==> src/mstim_pkg.sv <==
`timescale 1ns / 1ps

package mstim_pkg;

  // Field widths of one transfer on each channel
  localparam int OP_W     = 2;
  localparam int VAL_W    = 16;
  localparam int HANDLE_W = 4;
  localparam int MASK_W   = 8;
  localparam int TOTAL_W  = 4;

  // Default table size and its upper bound
  localparam int DEF_SLOT_COUNT = 8;
  localparam int MAX_SLOT_COUNT = 8;

  // Operation codes
  localparam logic [OP_W-1:0] OP_TICK    = 2'd0;
  localparam logic [OP_W-1:0] OP_INSTALL = 2'd1;
  localparam logic [OP_W-1:0] OP_REMOVE  = 2'd2;

  // Commands from the controller to the datapath
  typedef struct packed {
    logic latch;       // capture the input transfer
    logic tick_start;  // snapshot the fire budget, rewind the slot pointer
    logic tick_step;   // visit the slot under the pointer
    logic exec;        // carry out install, remove or an unused op
    logic post;        // load the result into the output register
  } dp_cmd_t;

  // Status from the datapath to the controller
  typedef struct packed {
    logic op_is_tick;  // captured op is a tick
    logic last_slot;   // pointer is at the highest slot
    logic out_free;    // output register can take a result this cycle
  } dp_status_t;

endpackage

==> src/mstim_if.sv <==
`timescale 1ns / 1ps

interface mstim_in_if;
  import mstim_pkg::*;

  logic                      valid;
  logic                      ready;
  logic [OP_W-1:0]           op;
  logic [VAL_W-1:0]          period;
  logic signed [VAL_W-1:0]   shot_count;
  logic [HANDLE_W-1:0]       slot_handle;

  modport source (output valid, output op, output period, output shot_count,
                  output slot_handle, input ready);
  modport sink (input valid, input op, input period, input shot_count,
                input slot_handle, output ready);
endinterface

interface mstim_out_if;
  import mstim_pkg::*;

  logic                valid;
  logic                ready;
  logic [MASK_W-1:0]   fired_mask;
  logic [HANDLE_W-1:0] new_handle;
  logic                remove_ok;

  modport source (output valid, output fired_mask, output new_handle,
                  output remove_ok, input ready);
  modport sink (input valid, input fired_mask, input new_handle,
                input remove_ok, output ready);
endinterface

==> src/mstim_datapath.sv <==
`timescale 1ns / 1ps

module mstim_datapath #(
  parameter int SLOT_COUNT = mstim_pkg::DEF_SLOT_COUNT
) (
  input  logic                                   clk,
  input  logic                                   rst,
  input  logic [mstim_pkg::OP_W-1:0]             op,
  input  logic [mstim_pkg::VAL_W-1:0]            period,
  input  logic signed [mstim_pkg::VAL_W-1:0]     shot_count,
  input  logic [mstim_pkg::HANDLE_W-1:0]         slot_handle,
  input  mstim_pkg::dp_cmd_t                     cmd,
  output mstim_pkg::dp_status_t                  status,
  output logic                                   result_valid,
  input  logic                                   result_ready,
  output logic [mstim_pkg::MASK_W-1:0]           fired_mask,
  output logic [mstim_pkg::HANDLE_W-1:0]         new_handle,
  output logic                                   remove_ok
);
  import mstim_pkg::*;

  localparam int IDX_W = (SLOT_COUNT > 1) ? $clog2(SLOT_COUNT) : 1;

  // Captured input transfer
  logic [OP_W-1:0]     op_q;
  logic [VAL_W-1:0]    period_q;
  logic [VAL_W-1:0]    shots_q;
  logic [HANDLE_W-1:0] handle_q;

  // Slot table
  logic [VAL_W-1:0] reload_value [SLOT_COUNT];
  logic [VAL_W-1:0] countdown    [SLOT_COUNT];
  logic [VAL_W-1:0] shots_left   [SLOT_COUNT];

  logic [SLOT_COUNT-1:0] active_bits, active_bits_next;
  logic [SLOT_COUNT-1:0] claimed_bits, claimed_bits_next;
  logic [TOTAL_W-1:0]    active_total, active_total_next;

  // Tick walk and pending result
  logic [TOTAL_W-1:0]  budget;
  logic [IDX_W-1:0]    idx;
  logic [MASK_W-1:0]   fired;
  logic [HANDLE_W-1:0] res_handle;
  logic                res_ok;

  // Slot step decode
  logic [VAL_W-1:0]      cur_count;
  logic [VAL_W-1:0]      cur_shots;
  logic                  visit;
  logic                  fire;
  logic                  shots_finite;
  logic                  spent;
  logic [SLOT_COUNT-1:0] idx_bit;

  // Install and remove decode
  logic                  find_ok;
  logic [IDX_W-1:0]      find_idx;
  logic [SLOT_COUNT-1:0] find_bit;
  logic                  inst_do;
  logic                  rem_do;
  logic [HANDLE_W-1:0]   handle_m1;
  logic [IDX_W-1:0]      rem_idx;
  logic [SLOT_COUNT-1:0] rem_bit;

  assign cur_count    = countdown[idx];
  assign cur_shots    = shots_left[idx];
  assign idx_bit      = SLOT_COUNT'(1) << idx;
  assign visit        = cmd.tick_step && (budget != '0) && active_bits[idx];
  assign fire         = visit && (cur_count == '0);
  assign shots_finite = (cur_shots != '0) && !cur_shots[VAL_W-1];
  assign spent        = fire && shots_finite && (cur_shots == VAL_W'(1));

  // Find the lowest unclaimed slot
  always_comb begin
    find_ok  = 1'b0;
    find_idx = '0;
    for (int i = 0; i < SLOT_COUNT; i++) begin
      if (!find_ok && !claimed_bits[i]) begin
        find_ok  = 1'b1;
        find_idx = IDX_W'(i);
      end
    end
  end

  assign find_bit  = SLOT_COUNT'(1) << find_idx;
  assign inst_do   = cmd.exec && (op_q == OP_INSTALL) && (shots_q != '0) &&
                     (active_total < TOTAL_W'(SLOT_COUNT)) && find_ok;
  assign handle_m1 = handle_q - HANDLE_W'(1);
  assign rem_idx   = handle_m1[IDX_W-1:0];
  assign rem_bit   = SLOT_COUNT'(1) << rem_idx;
  assign rem_do    = cmd.exec && (op_q == OP_REMOVE) && (handle_q != '0) &&
                     (handle_q <= HANDLE_W'(SLOT_COUNT));

  // Next value of the slot bookkeeping
  always_comb begin
    active_bits_next  = active_bits;
    claimed_bits_next = claimed_bits;
    active_total_next = active_total;
    if (inst_do) begin
      active_bits_next  = active_bits | find_bit;
      claimed_bits_next = claimed_bits | find_bit;
      active_total_next = active_total + TOTAL_W'(1);
    end else if (rem_do) begin
      active_bits_next  = active_bits & ~rem_bit;
      claimed_bits_next = claimed_bits & ~rem_bit;
      if (active_total != '0) active_total_next = active_total - TOTAL_W'(1);
    end else if (spent) begin
      active_bits_next = active_bits & ~idx_bit;
      if (active_total != '0) active_total_next = active_total - TOTAL_W'(1);
    end
  end

  always_ff @(posedge clk) begin
    if (rst) begin
      active_bits  <= '0;
      claimed_bits <= '0;
      active_total <= '0;
    end else begin
      active_bits  <= active_bits_next;
      claimed_bits <= claimed_bits_next;
      active_total <= active_total_next;
    end
  end

  // Write the slot table: fill on install, count down or reload on tick
  always_ff @(posedge clk) begin
    if (inst_do) begin
      reload_value[find_idx] <= period_q;
      countdown[find_idx]    <= period_q;
      shots_left[find_idx]   <= shots_q;
    end else if (visit) begin
      if (fire) begin
        countdown[idx] <= reload_value[idx];
        if (shots_finite) shots_left[idx] <= cur_shots - VAL_W'(1);
      end else begin
        countdown[idx] <= cur_count - VAL_W'(1);
      end
    end
  end

  // Capture the input, walk the slots and build the result
  always_ff @(posedge clk) begin
    if (cmd.latch) begin
      op_q     <= op;
      period_q <= period;
      shots_q  <= shot_count;
      handle_q <= slot_handle;
    end
    if (cmd.tick_start) begin
      budget     <= active_total;
      idx        <= '0;
      fired      <= '0;
      res_handle <= '0;
      res_ok     <= 1'b0;
    end
    if (cmd.exec) begin
      fired      <= '0;
      res_handle <= inst_do ? (HANDLE_W'(find_idx) + HANDLE_W'(1)) : '0;
      res_ok     <= rem_do;
    end
    if (cmd.tick_step) begin
      if (idx != IDX_W'(SLOT_COUNT - 1)) idx <= idx + IDX_W'(1);
      if (fire) begin
        budget <= budget - TOTAL_W'(1);
        fired  <= fired | (MASK_W'(1) << idx);
      end
    end
  end

  // Output register: hold until the transfer completes
  always_ff @(posedge clk) begin
    if (rst) begin
      result_valid <= 1'b0;
    end else if (cmd.post) begin
      result_valid <= 1'b1;
    end else if (result_ready) begin
      result_valid <= 1'b0;
    end
  end

  always_ff @(posedge clk) begin
    if (cmd.post) begin
      fired_mask <= fired;
      new_handle <= res_handle;
      remove_ok  <= res_ok;
    end
  end

  assign status.op_is_tick = (op_q == OP_TICK);
  assign status.last_slot  = (idx == IDX_W'(SLOT_COUNT - 1));
  assign status.out_free   = !result_valid || result_ready;

endmodule

==> src/mstim_ctrl.sv <==
`timescale 1ns / 1ps

module mstim_ctrl (
  input  logic                  clk,
  input  logic                  rst,
  input  logic                  in_valid,
  output logic                  in_ready,
  input  mstim_pkg::dp_status_t status,
  output mstim_pkg::dp_cmd_t    cmd
);
  import mstim_pkg::*;

  typedef enum logic [3:0] {
    S_IDLE   = 4'b0001,
    S_DECODE = 4'b0010,
    S_TICK   = 4'b0100,
    S_POST   = 4'b1000
  } state_t;

  state_t state, state_next;

  assign in_ready = (state == S_IDLE);

  // Sequence one item: capture, decode, walk or execute, post
  always_comb begin
    state_next = state;
    cmd        = '0;
    unique case (state)
      S_IDLE: begin
        if (in_valid) begin
          cmd.latch  = 1'b1;
          state_next = S_DECODE;
        end
      end
      S_DECODE: begin
        if (status.op_is_tick) begin
          cmd.tick_start = 1'b1;
          state_next     = S_TICK;
        end else begin
          cmd.exec   = 1'b1;
          state_next = S_POST;
        end
      end
      S_TICK: begin
        cmd.tick_step = 1'b1;
        if (status.last_slot) state_next = S_POST;
      end
      S_POST: begin
        if (status.out_free) begin
          cmd.post   = 1'b1;
          state_next = S_IDLE;
        end
      end
      default: state_next = S_IDLE;
    endcase
  end

  always_ff @(posedge clk) begin
    if (rst) begin
      state <= S_IDLE;
    end else begin
      state <= state_next;
    end
  end

endmodule

==> src/multi_slot_software_timer_unit.sv <==
`timescale 1ns / 1ps

// Table of SLOT_COUNT software timer slots driven by one operation per input
// transfer: tick, install or remove, with exactly one result per input.
// Install takes the lowest unclaimed slot and returns its one-based handle
// (0 on failure); remove frees a slot by handle; tick visits active slots in
// ascending order with a fire budget equal to the active count at its start
// and returns the mask of slots that fired. Install, remove and unused ops
// execute in the decode state and then post; a tick walks the slots after
// decode, one slot per cycle through the shared countdown update, then posts.
// The next input is taken once the result has moved into the output
// register, even while that result still waits downstream.
module multi_slot_software_timer_unit #(
  parameter int SLOT_COUNT = mstim_pkg::DEF_SLOT_COUNT
) (
  input  logic       clk,
  input  logic       rst,
  mstim_in_if.sink   item,
  mstim_out_if.source result
);
  import mstim_pkg::*;

  dp_cmd_t    cmd;
  dp_status_t status;
  logic       in_ready;

  assign item.ready = in_ready;

  mstim_ctrl u_ctrl (
    .clk      (clk),
    .rst      (rst),
    .in_valid (item.valid),
    .in_ready (in_ready),
    .status   (status),
    .cmd      (cmd)
  );

  mstim_datapath #(
    .SLOT_COUNT (SLOT_COUNT)
  ) u_datapath (
    .clk          (clk),
    .rst          (rst),
    .op           (item.op),
    .period       (item.period),
    .shot_count   (item.shot_count),
    .slot_handle  (item.slot_handle),
    .cmd          (cmd),
    .status       (status),
    .result_valid (result.valid),
    .result_ready (result.ready),
    .fired_mask   (result.fired_mask),
    .new_handle   (result.new_handle),
    .remove_ok    (result.remove_ok)
  );

endmodule

==> src/flat_wrapper.sv <==
// flat-port wrapper written by rule: the top's interface ports become plain ports
module multi_slot_software_timer_unit_flat import mstim_pkg::*;
#(
  parameter int SLOT_COUNT = mstim_pkg::DEF_SLOT_COUNT
)
  (clk, rst, item_valid, item_op, item_period, item_shot_count, item_slot_handle, item_ready, result_valid, result_fired_mask, result_new_handle, result_remove_ok, result_ready);
  mstim_in_if item_i ();
  mstim_out_if result_i ();
  input  logic clk;
  input  logic rst;
  input wire logic [$bits(item_i.valid)-1:0] item_valid;
  input wire logic [$bits(item_i.op)-1:0] item_op;
  input wire logic [$bits(item_i.period)-1:0] item_period;
  input wire logic [$bits(item_i.shot_count)-1:0] item_shot_count;
  input wire logic [$bits(item_i.slot_handle)-1:0] item_slot_handle;
  output wire logic [$bits(item_i.ready)-1:0] item_ready;
  output wire logic [$bits(result_i.valid)-1:0] result_valid;
  output wire logic [$bits(result_i.fired_mask)-1:0] result_fired_mask;
  output wire logic [$bits(result_i.new_handle)-1:0] result_new_handle;
  output wire logic [$bits(result_i.remove_ok)-1:0] result_remove_ok;
  input wire logic [$bits(result_i.ready)-1:0] result_ready;
  assign item_i.valid = item_valid;
  assign item_i.op = item_op;
  assign item_i.period = item_period;
  assign item_i.shot_count = item_shot_count;
  assign item_i.slot_handle = item_slot_handle;
  assign item_ready = item_i.ready;
  assign result_valid = result_i.valid;
  assign result_fired_mask = result_i.fired_mask;
  assign result_new_handle = result_i.new_handle;
  assign result_remove_ok = result_i.remove_ok;
  assign result_i.ready = result_ready;
  multi_slot_software_timer_unit #(.SLOT_COUNT(SLOT_COUNT)) u_core (.clk(clk), .rst(rst), .item(item_i), .result(result_i));
endmodule
==> config.mk <==
export PLATFORM = sky130hd
export DESIGN_NAME = multi_slot_software_timer_unit_flat
export DESIGN_NICKNAME = d
export VERILOG_FILES = /design/src/mstim_pkg.sv /design/src/mstim_if.sv /design/src/mstim_datapath.sv /design/src/mstim_ctrl.sv /design/src/multi_slot_software_timer_unit.sv /design/src/flat_wrapper.sv
export SDC_FILE = /design/constraint.sdc
export NUM_CORES = 1
export LEC_CHECK = 0
export BUFFER_PORTS_ARGS = -buffer_cell sky130_fd_sc_hd__buf_2
export CORE_ASPECT_RATIO = 0.8
export CORE_MARGIN = 2
export CORE_UTILIZATION = 30
export CTS_BUF_LIST = sky130_fd_sc_hd__clkbuf_4
export DETAILED_ROUTE_END_ITERATION = 6
export HOLD_SLACK_MARGIN = 0.05
export PLACE_DENSITY = 0.46
export SYNTH_ARGS = -nofsm -noshare
export SYNTH_HDL_FRONTEND = slang
export SYNTH_SLANG_ARGS = --single-unit
==> constraint.sdc <==
create_clock -name clk -period 12 [get_ports clk]
set_input_delay 0.6 -clock clk [delete_from_list [all_inputs] [get_ports clk]]
set_output_delay 0.6 -clock clk [all_outputs]
set_load 0.1 [all_outputs]
==> impl_metrics.toml, run 1 <==
[yosys]
synth_flop_cell = "edfxtp_1"
synth_edf_count = 440
synth_top_family_by_area = "multiplexers"
syn_nets = 1190
synth_top_area_share = 0.671
synth-compound-area-share = 0.0436
syn_area_per_cell_um2 = 17.5
syn_area_um2 = 19700
async_flop_share = 0
ys_ff_latch = 480
synth_simple_gate_area_frac = 0.0598
synthAdderAreaFrac = 0.0137
synth_xor_area_frac = 0.0120
synth_area_leaders = "edfxtp_1, mux4_2, dfxtp_1, mux2i_1, nand2_1"
synthMuxAreaShare = 0.142
syn_inst = 1127
ys_warn_count = 0
ys_types = 64
ys_seq_area_frac = 0.711
yosysTopAreaCell = "edfxtp_1"

[timing]
fin_crit_sh = 0.502
holdWs_ps = 400
max_slew_margin = 0.184
finalMaxSlewViolations = 0
fin_ws_ps = 5970
hold_viol = 0
finalSetupViolCount = 0
finClkSkew_ps = 56.3
worst_pin_slew_ps = 1220
setup_tns_ps = 0
rsz0062_at_grt = "no"
fmax_mhz = 166
min_period_ps = 6030

[floorplanning]
dieArea_um2 = 67800
die_h_um = 233
initial_core_util = 0.301
boundaryPins = 57
fp.dieW_um = 291
rows = 84
core_um2 = 65400

[clocking]
path_clk_slew_ps = 60
cts_hold_buf = 41
cts_resized = 0
cts_tree = "done"
clockBufferDepth = 3
htree_levels = 4
cts_setup_buffers = 0
clock_latency_ps = 920
cts_buffers = 130
cts_root_buf = "clkbuf_4"
clock-sinks = 480

[power]
total_power_mw = 3.73
seqPwrFrac = 0.508
ir_drop_mv = 0.0710
pwr-share-comb = 0.089
p_switching_mw = 0.880
power_density_nw_per_um2 = 161
clkPwrFrac = 0.403
p_leak_nw = 7.76
p_int_mw = 2.86
swShare = 0.236

[placement]
place_ws_ps = 5860
port_buffers = 56
routabilityCongestion = 0.786
dp_hpwl_um = 28400
post-place-cells = 2018

[final_layout]
layout.cells.non_filler = 2280
drive_gt1_frac = 0.307
nets = 1394
area_delta_synth_final_pct = 17.9

[detailed_routing]
ant_nets = 0
wl_um = 47900
wl_per_cell_um = 21.0
drtPass1Iterations = 5
drtIter0Drc = 693
vias_per_cell = 4.86
drc = 0
vias = 11100

[worst_setup_path]
crit_fanout = 41
cp.required_ps = 12510
cp_cell_sequence = "buf_4 > mux4_2 > mux2i_1 > nand2_1 > or3_1 > nor3_1 > and4_1 > a41o_1"
max_stage_delay_ps = 1070
critPathLaunchType = "flop"
path_class = "reg -> reg"
rrSetupSlack_ps = 5970
cp_slowest_cell = "and4_1"
cp-end-kind = "flop"
crit_arrival_ps = 6540

[global_routing]
grt_start_max_net_pins = 43
track_usage = 0.143
grt_overflow = 0
grt_pass1_vias = 11500
grt_pass1_wl_um = 71400
antenna_found_initial = 3

[run]
cap_violations = 0

[status]
outcome = "finished clean"

[hold_path]
hp-class = "in -> reg"
-- cell usage after synthesis, drive strengths merged (21+ instances only) --
master,number
a21oi,40
buf,23
clkbuf,30
dfxtp,40
edfxtp,440
inv,24
mux2i,36
mux4,98
nand2,76
nand3,21
nor2,41
o21ai,35
-- logic make-up (layout without fill, tap and decap cells) --
group	after synthesis	in the layout
flops	480	480
simple gates	232	232
mux	154	154
compound gates	135	135
buf+inv	78	368
xor+xnor	27	27
fa+ha+maj	21	21
other cells	0	3
-- final timing paths --
kind                                               start                                   to  cells past startpoint
worst min-delay path                     item_period[15]       u_core.u_datapath.period_q[15]                      2
worst min register to register  u_core.u_datapath.res_ok          u_core.u_datapath.remove_ok                      0
worst max register to register  u_core.u_datapath.idx[0]  u_core.u_datapath.shots_left[0][12]                      8
worst max-delay path            u_core.u_datapath.idx[0]  u_core.u_datapath.shots_left[0][12]                      8
-- layout by cell type (no fill, tap or decap), drive strengths merged, types with 5 or more instances in the layout --
master,count
nor3,19
inv,24
ha,20
a211oi,10
and3,7
and2,11
mux2i,36
nand3,21
nor2,41
nor3b,6
clkinv,20
nand4,11
clkbuf,190
nand2,76
dfxtp,40
buf,84
xor2,14
a21o,9
xnor2,13
bufinv,6
mux4,98
edfxtp,440
dlygate4sd3,41
a311oi,6
o21ai,35
nor2b,5
mux2,20
nand2b,7
a21oi,40
nor4,8
-- power by group through the flow --
stage,Sequential (mW),Clock [mW],Combinational (mW)
global placement,1.93,0,0.323
finish,1.90,1.51,0.332
floorplan,1.90,0,0.258
detailed placement,1.93,0,0.325
CTS,1.90,1.56,0.337
global route,1.90,1.65,0.361
-- stage by stage --
step,instance area (um^2),utilization
2_1_floorplan,19700,-
4_1_cts,23200,0.355
5_1_grt,23200,0.355
6_report,23200,0.355
3_5_place_dp,21100,0.323
3_3_place_gp,21100,0.323
-- critical path, delay by kind of cell (launching register included) --
| family | cells | cell delay (ps) |
|---|---|---|
| mux | 2 | 1030 |
| flops | 1 | 950 |
| buf+inv | 1 | 610 |
| compound gates | 1 | 950 |
| simple gates | 4 | 2080 |
-- state kept, by name, indices dropped and copies added (netlist names), 8 cells and up --
signal / flops
u_core.u_datapath.active_bits: 8
u_core.u_datapath.claimed_bits: 8
u_core.u_datapath.countdown: 128
u_core.u_datapath.fired: 8
u_core.u_datapath.fired_mask: 8
u_core.u_datapath.period_q: 16
u_core.u_datapath.reload_value: 128
u_core.u_datapath.shots_left: 128
u_core.u_datapath.shots_q: 16
-- per-layer routing --
| metal | vias to the layer above | part of all wire | track usage |
|---|---|---|---|
| met1 | 5692 | 0.50 | 0.206 |
| met5 | - | 0 | 0 |
| met2 | 302 | 0.44 | 0.205 |
| li1 | 5012 | - | - |
| met3 | 68 | 0.046 | 0.0364 |
| met4 | 0 | 0.020 | 0.0589 |
-- layout make-up --
class	instances	area, um^2
fill	6252	42100
clock inverter	28	277
clock buffer	190	1430
inverter	25	93.8
tap	860	1080
antenna	3	7.51
timing repair buffer	125	901
multi-input combinational	569	5420
sequential	480	14000
(Power assumes the default switching activity.)
==> run 2, diff against run 1 <==
PLACE_DENSITY = 0.48   (was 0.46)
clock period = 5.25 ns   (was 12 ns; I/O delays follow)
==> run 2 against run 1 <==
Final cell count increased by 1.8%; clock power increased by 100%; via count grew 0.23%; hold slack lost 250 ps; sequential share of layout area down 0.81 points; critical endpoint is now u_core.u_datapath.shots_left[4][0]; flip-flop and latch count is the same; fmax is 38% higher; critical path depth grew 1; total power up 120%; final area rose by 1.4%; sequential power is 130% higher.
==> impl_metrics.toml, run 2 (same netlist as run 1, synthesis figures left out) <==
[detailed_routing]
drc = 0
wl_um = 47100
wl_per_cell_um = 20.3
vias_per_cell = 4.78
drtIter0Drc = 812
drtPass1Iterations = 5
ant_nets = 0
vias = 11100

[clocking]
cts_resized = 0
cts_tree = "done"
clock-sinks = 480
cts_buffers = 120
clockBufferDepth = 3
htree_levels = 3
clock_latency_ps = 880
cts_root_buf = "clkbuf_4"
cts_setup_buffers = 0
path_clk_slew_ps = 70

[timing]
setup_tns_ps = 0
hold_viol = 0
finClkSkew_ps = 98.1
worst_pin_slew_ps = 1100
fmax_mhz = 229
rsz0062_at_grt = "no"
finalSetupViolCount = 0
min_period_ps = 4370
finalMaxSlewViolations = 0
fin_crit_sh = 0.833
max_slew_margin = 0.269

[worst_setup_path]
path_class = "reg -> reg"
critPathLaunchType = "flop"
worstSetupStartpoint = "u_core.u_datapath.idx[0]"
crit_arrival_ps = 4840
cp.required_ps = 5720
r2r_start = "u_core.u_datapath.idx[0]"
cp-end-kind = "flop"
crit_end = "u_core.u_datapath.shots_left[4][0]"
regToRegEndpoint = "u_core.u_datapath.shots_left[4][0]"
crit_fanout = 22
r2r_cells = 9
rrSetupSlack_ps = 880

[global_routing]
grt_pass1_vias = 11600
grt_pass1_wl_um = 71200
grt_start_max_net_pins = 40
grt_overflow = 0
antenna_found_initial = 1
track_usage = 0.140

[floorplanning]
boundaryPins = 57
initial_core_util = 0.301
core_um2 = 65400
rows = 84
die_h_um = 233
dieArea_um2 = 67800
fp.dieW_um = 291

[final_layout]
fin_util = 0.360
drive_gt1_frac = 0.302
fill_cells = 6253
area_delta_synth_final_pct = 19.5
mostFrequentLayoutCells = "edfxtp_1, clkbuf_4, mux4_2"
layout_commonest_cell = "edfxtp_1"
nets = 1436
largest_registers = "u_core.u_datapath.countdown x128, u_core.u_datapath.reload_value x128, u_core.u_datapath.shots_left x128"

[run]
cap_violations = 0

[power]
ir_drop_mv = 0.172
p_leak_nw = 7.91
power_density_nw_per_um2 = 348

[status]
outcome = "finished clean"

[hold_path]
hp-class = "in -> reg"

[placement]
port_buffers = 56
dp_hpwl_um = 28400
routabilityCongestion = 0.794
-- run 2: layout make-up --
cell class | count | area (um^2) | area share
clock inverter | 29 | 154 | 0.00654
antenna | 1 | 2.50 | 0.000106
sequential | 480 | 14000 | 0.596
multi-input combinational | 569 | 5430 | 0.230
clock buffer | 179 | 1340 | 0.0571
inverter | 25 | 93.8 | 0.00399
tap | 860 | 1080 | 0.0457
timing repair buffer | 177 | 1420 | 0.0605
-- run 2: critical path, stage by stage, from the launching register on --
cell	delay (ps)
dfxtp_4	640
buf_12	270
mux4_2	510
mux2i_1	370
nand4_2	240
or4_1	720
nor3_1	450
nand4_1	230
a21oi_2	200
buf_4	310
-- run 2: how the worst min path moves through the flow --
stage	from	to	slack, ps	cells after the start
after global routing	item_shot_count[8]	u_core.u_datapath.shots_q[8]	80	2
after global placement	u_core.u_datapath.res_handle[3]	u_core.u_datapath.new_handle[3]	420	0
after floorplan	item_slot_handle[0]	u_core.u_datapath.handle_q[0]	360	0
after CTS	item_shot_count[11]	u_core.u_datapath.shots_q[11]	50	2
after detailed placement	u_core.u_datapath.res_handle[3]	u_core.u_datapath.new_handle[3]	410	0
final	item_shot_count[8]	u_core.u_datapath.shots_q[8]	150	2
-- run 2: power breakdown --
group	internal [mW]	total, mW	switching [mW]
combinational	0.379	0.815	0.435
sequential	4.24	4.31	0.0741
clock	1.55	3.05	1.50
total	6.17	8.18	2.01
-- run 2: through the flow --
step | instance area [um^2] | setup slack, ps | std cells | power, mW | hold WS, ps
2_1_floorplan | 19700 | 680 | 1127 | 4.94 | 361
3_3_place_gp | 21300 | 938 | 2037 | 5.18 | 418
3_5_place_dp | 21300 | 892 | 2037 | 5.18 | 413
4_1_cts | 23500 | 800 | 2319 | 8.33 | 53.7
5_1_grt | 23500 | 500 | 2320 | 8.59 | 76.2
6_report | 23500 | 878 | 2320 | 8.18 | 151
-- run 2: layer usage --
metal	part of all wire	vias to the layer above	GRT usage	wire [um]
met1	0.48	5667	0.197	22600
met3	0.046	89	0.0261	2150
li1	-	5074	-	-
met2	0.45	269	0.217	21400
met4	0.019	0	0.0494	913
met5	0	-	0	0
-- run 2: timing repair --
action                                  in CTS  in global routing
endpoints found under the hold margin       74                  0
endpoints found under the setup margin       0                  0
hold buffers                                74                  0
==> run 3, diff against run 2 <==
ABC_AREA = 1   (was not set)
PLACE_DENSITY = 0.46   (was 0.48)
clock period = 4.3 ns   (was 5.25 ns; I/O delays follow)
==> run 3 against run 2 <==
Sequential power rose by 26%; register-to-register slack lost 730 ps; critical path depth is 5 higher; sequential share of layout area down 3.8 points; global-route usage is 2.9 points higher; clock skew fell by 21 ps; die area is 6.9% higher; final area rose by 6.9%; critical path type unchanged; largest cell class unchanged; largest power group unchanged.
==> impl_metrics.toml, run 3 <==
[status]
outcome = "finished clean"

[yosys]
ys_seq_area_frac = 0.665
ys_warn_count = 0
async_flop_share = 0
ys_types = 45
synth_top_area_share = 0.627
synth_common_cells = "nand2_1, edfxtp_1, inv_1, nor2_1, nand3_1"
synth_edf_count = 440
syn_area_per_cell_um2 = 10.5
syn_area_um2 = 21100
yosysTopAreaCell = "edfxtp_1"
ys_ff_latch = 480
syn_inst = 2010
yosys.cell_count.top_type = "nand2_1"
synth_flop_cell = "edfxtp_1"
synth_area_leaders = "edfxtp_1, nand2_1, nand3_1, dfxtp_1, inv_1"
syn_nets = 2073

[power]
p_leak_nw = 9.81
power_density_nw_per_um2 = 540
ir_drop_mv = 0.326
total_power_mw = 13.6

[detailed_routing]
wl_per_cell_um = 18.4
wl_um = 60300
drtIter0Drc = 1244
drtPass1Iterations = 5
vias = 15300
ant_nets = 0
vias_per_cell = 4.68
drc = 0

[floorplanning]
rows = 86
core_um2 = 69200
boundaryPins = 57
die_h_um = 241
dieArea_um2 = 72400
initial_core_util = 0.305
fp.dieW_um = 300

[timing]
rsz0062_at_grt = "yes"
setup_tns_ps = 0
fmax_mhz = 241
holdWs_ps = 230
worst_pin_slew_ps = 1220
max_slew_margin = 0.182
finalSetupViolCount = 0
fin_ws_ps = 152
finClkSkew_ps = 76.9
min_period_ps = 4150
finalMaxSlewViolations = 0
fin_crit_sh = 0.965
hold_viol = 0

[clocking]
cts_buffers = 134
cts_setup_buffers = 0
clock_latency_ps = 980
htree_levels = 4
clockBufferDepth = 3
cts_root_buf = "clkbuf_4"
clock-sinks = 480
path_clk_slew_ps = 70
cts_tree = "done"
cts_resized = 0

[worst_setup_path]
critPathLaunchType = "flop"
crit_fanout = 47
cp.required_ps = 4890
crit_arrival_ps = 4740
path_class = "reg -> reg"
cp-end-kind = "flop"

[global_routing]
track_usage = 0.169
grt_start_max_net_pins = 65
grt_pass1_vias = 15000
grt_pass1_wl_um = 91300
antenna_found_initial = 3
grt_overflow = 0

[run]
cap_violations = 0

[placement]
port_buffers = 56
place_ws_ps = 243
routabilityCongestion = 0.843
dp_hpwl_um = 36700

[final_layout]
nets = 2323
drive_gt1_frac = 0.160
layout_commonest_cell = "nand2_1"
fill_cells = 6905
mostFrequentLayoutCells = "nand2_1, edfxtp_1, inv_1"
fin_util = 0.364
largest_registers = "u_core.u_datapath.countdown x128, u_core.u_datapath.reload_value x128, u_core.u_datapath.shots_left x128"
area_delta_synth_final_pct = 19.4

[hold_path]
hp-class = "in -> reg"
[run 3: per-layer routing]
| layer | vias to the layer above | track usage | part of all wire |
|---|---|---|---|
| met5 | - | 0 | 0 |
| met4 | 0 | 0.0697 | 0.027 |
| met3 | 101 | 0.0418 | 0.065 |
| met2 | 485 | 0.235 | 0.41 |
| met1 | 7332 | 0.249 | 0.49 |
| li1 | 7404 | - | - |
[run 3: final timing paths]
check | start | slack, ps | endpoint | depth (start not counted)
setup / recovery | u_core.u_datapath.idx[0] | 150 | u_core.u_datapath.shots_left[6][2] | 14
hold / removal | rst | 230 | u_core.u_datapath.active_bits[7] | 3
setup reg to reg | u_core.u_datapath.idx[0] | 150 | u_core.u_datapath.shots_left[6][2] | 14
hold reg to reg | u_core.u_datapath.res_handle[1] | 420 | u_core.u_datapath.new_handle[1] | 0
[run 3: logic make-up after synthesis]
kind of cell / count (synthesis) / synth area share
AND/OR/NAND/NOR: 925 / 0.182
flip-flops: 480 / 0.665
adder cells (fa/ha/maj): 21 / 0.0128
AO/OA/AOI/OAI: 251 / 0.0671
buffers and inverters: 308 / 0.0631
XOR/XNOR: 25 / 0.0104
[run 3: area by class of cell]
| cell class | instances | area, um^2 | share of cell area |
|---|---|---|---|
| Inverter | 213 | 806 | 0.0320 |
| Sequential cell | 480 | 14000 | 0.557 |
| Tap cell | 924 | 1160 | 0.0459 |
| Antenna cell | 7 | 17.5 | 0.000696 |
| Clock inverter | 35 | 240 | 0.00954 |
| Clock buffer | 181 | 1360 | 0.0540 |
| Timing Repair Buffer | 209 | 1750 | 0.0695 |
| Multi-Input combinational cell | 1222 | 5820 | 0.231 |
[run 3: stage by stage]
stage | instances | area (um^2)
after detailed placement | 2965 | 22700
after global placement | 2965 | 22700
final | 3271 | 25200
after floorplan | 2010 | 21100
after CTS | 3264 | 25200
after global routing | 3270 | 25200
[run 3: critical path: stages (launching register included)]
cell and delay, ps:
dfxtp_4 480, inv_6 370, buf_4 380, nand2_1 100, nand3_1 90, nand2_1 60
o21ai_0 220, nand2_1 80, nor2_1 140, nand2_1 100, nor2_1 110, nor2_1 90
nand2_2 220, clkinv_1 490, a31oi_1 780
[run 3: repair_timing]
item | in CTS | in global routing
endpoints found under the setup margin | 0 | 56
hold buffers | 83 | 0
hold endpoints to repair | 105 | 0
[run 3: power breakdown]
group / switching, mW / internal, mW
clock network: 1.95 / 2.12
registers: 0.168 / 5.25
logic: 2.85 / 1.25
total: 4.97 / 8.62
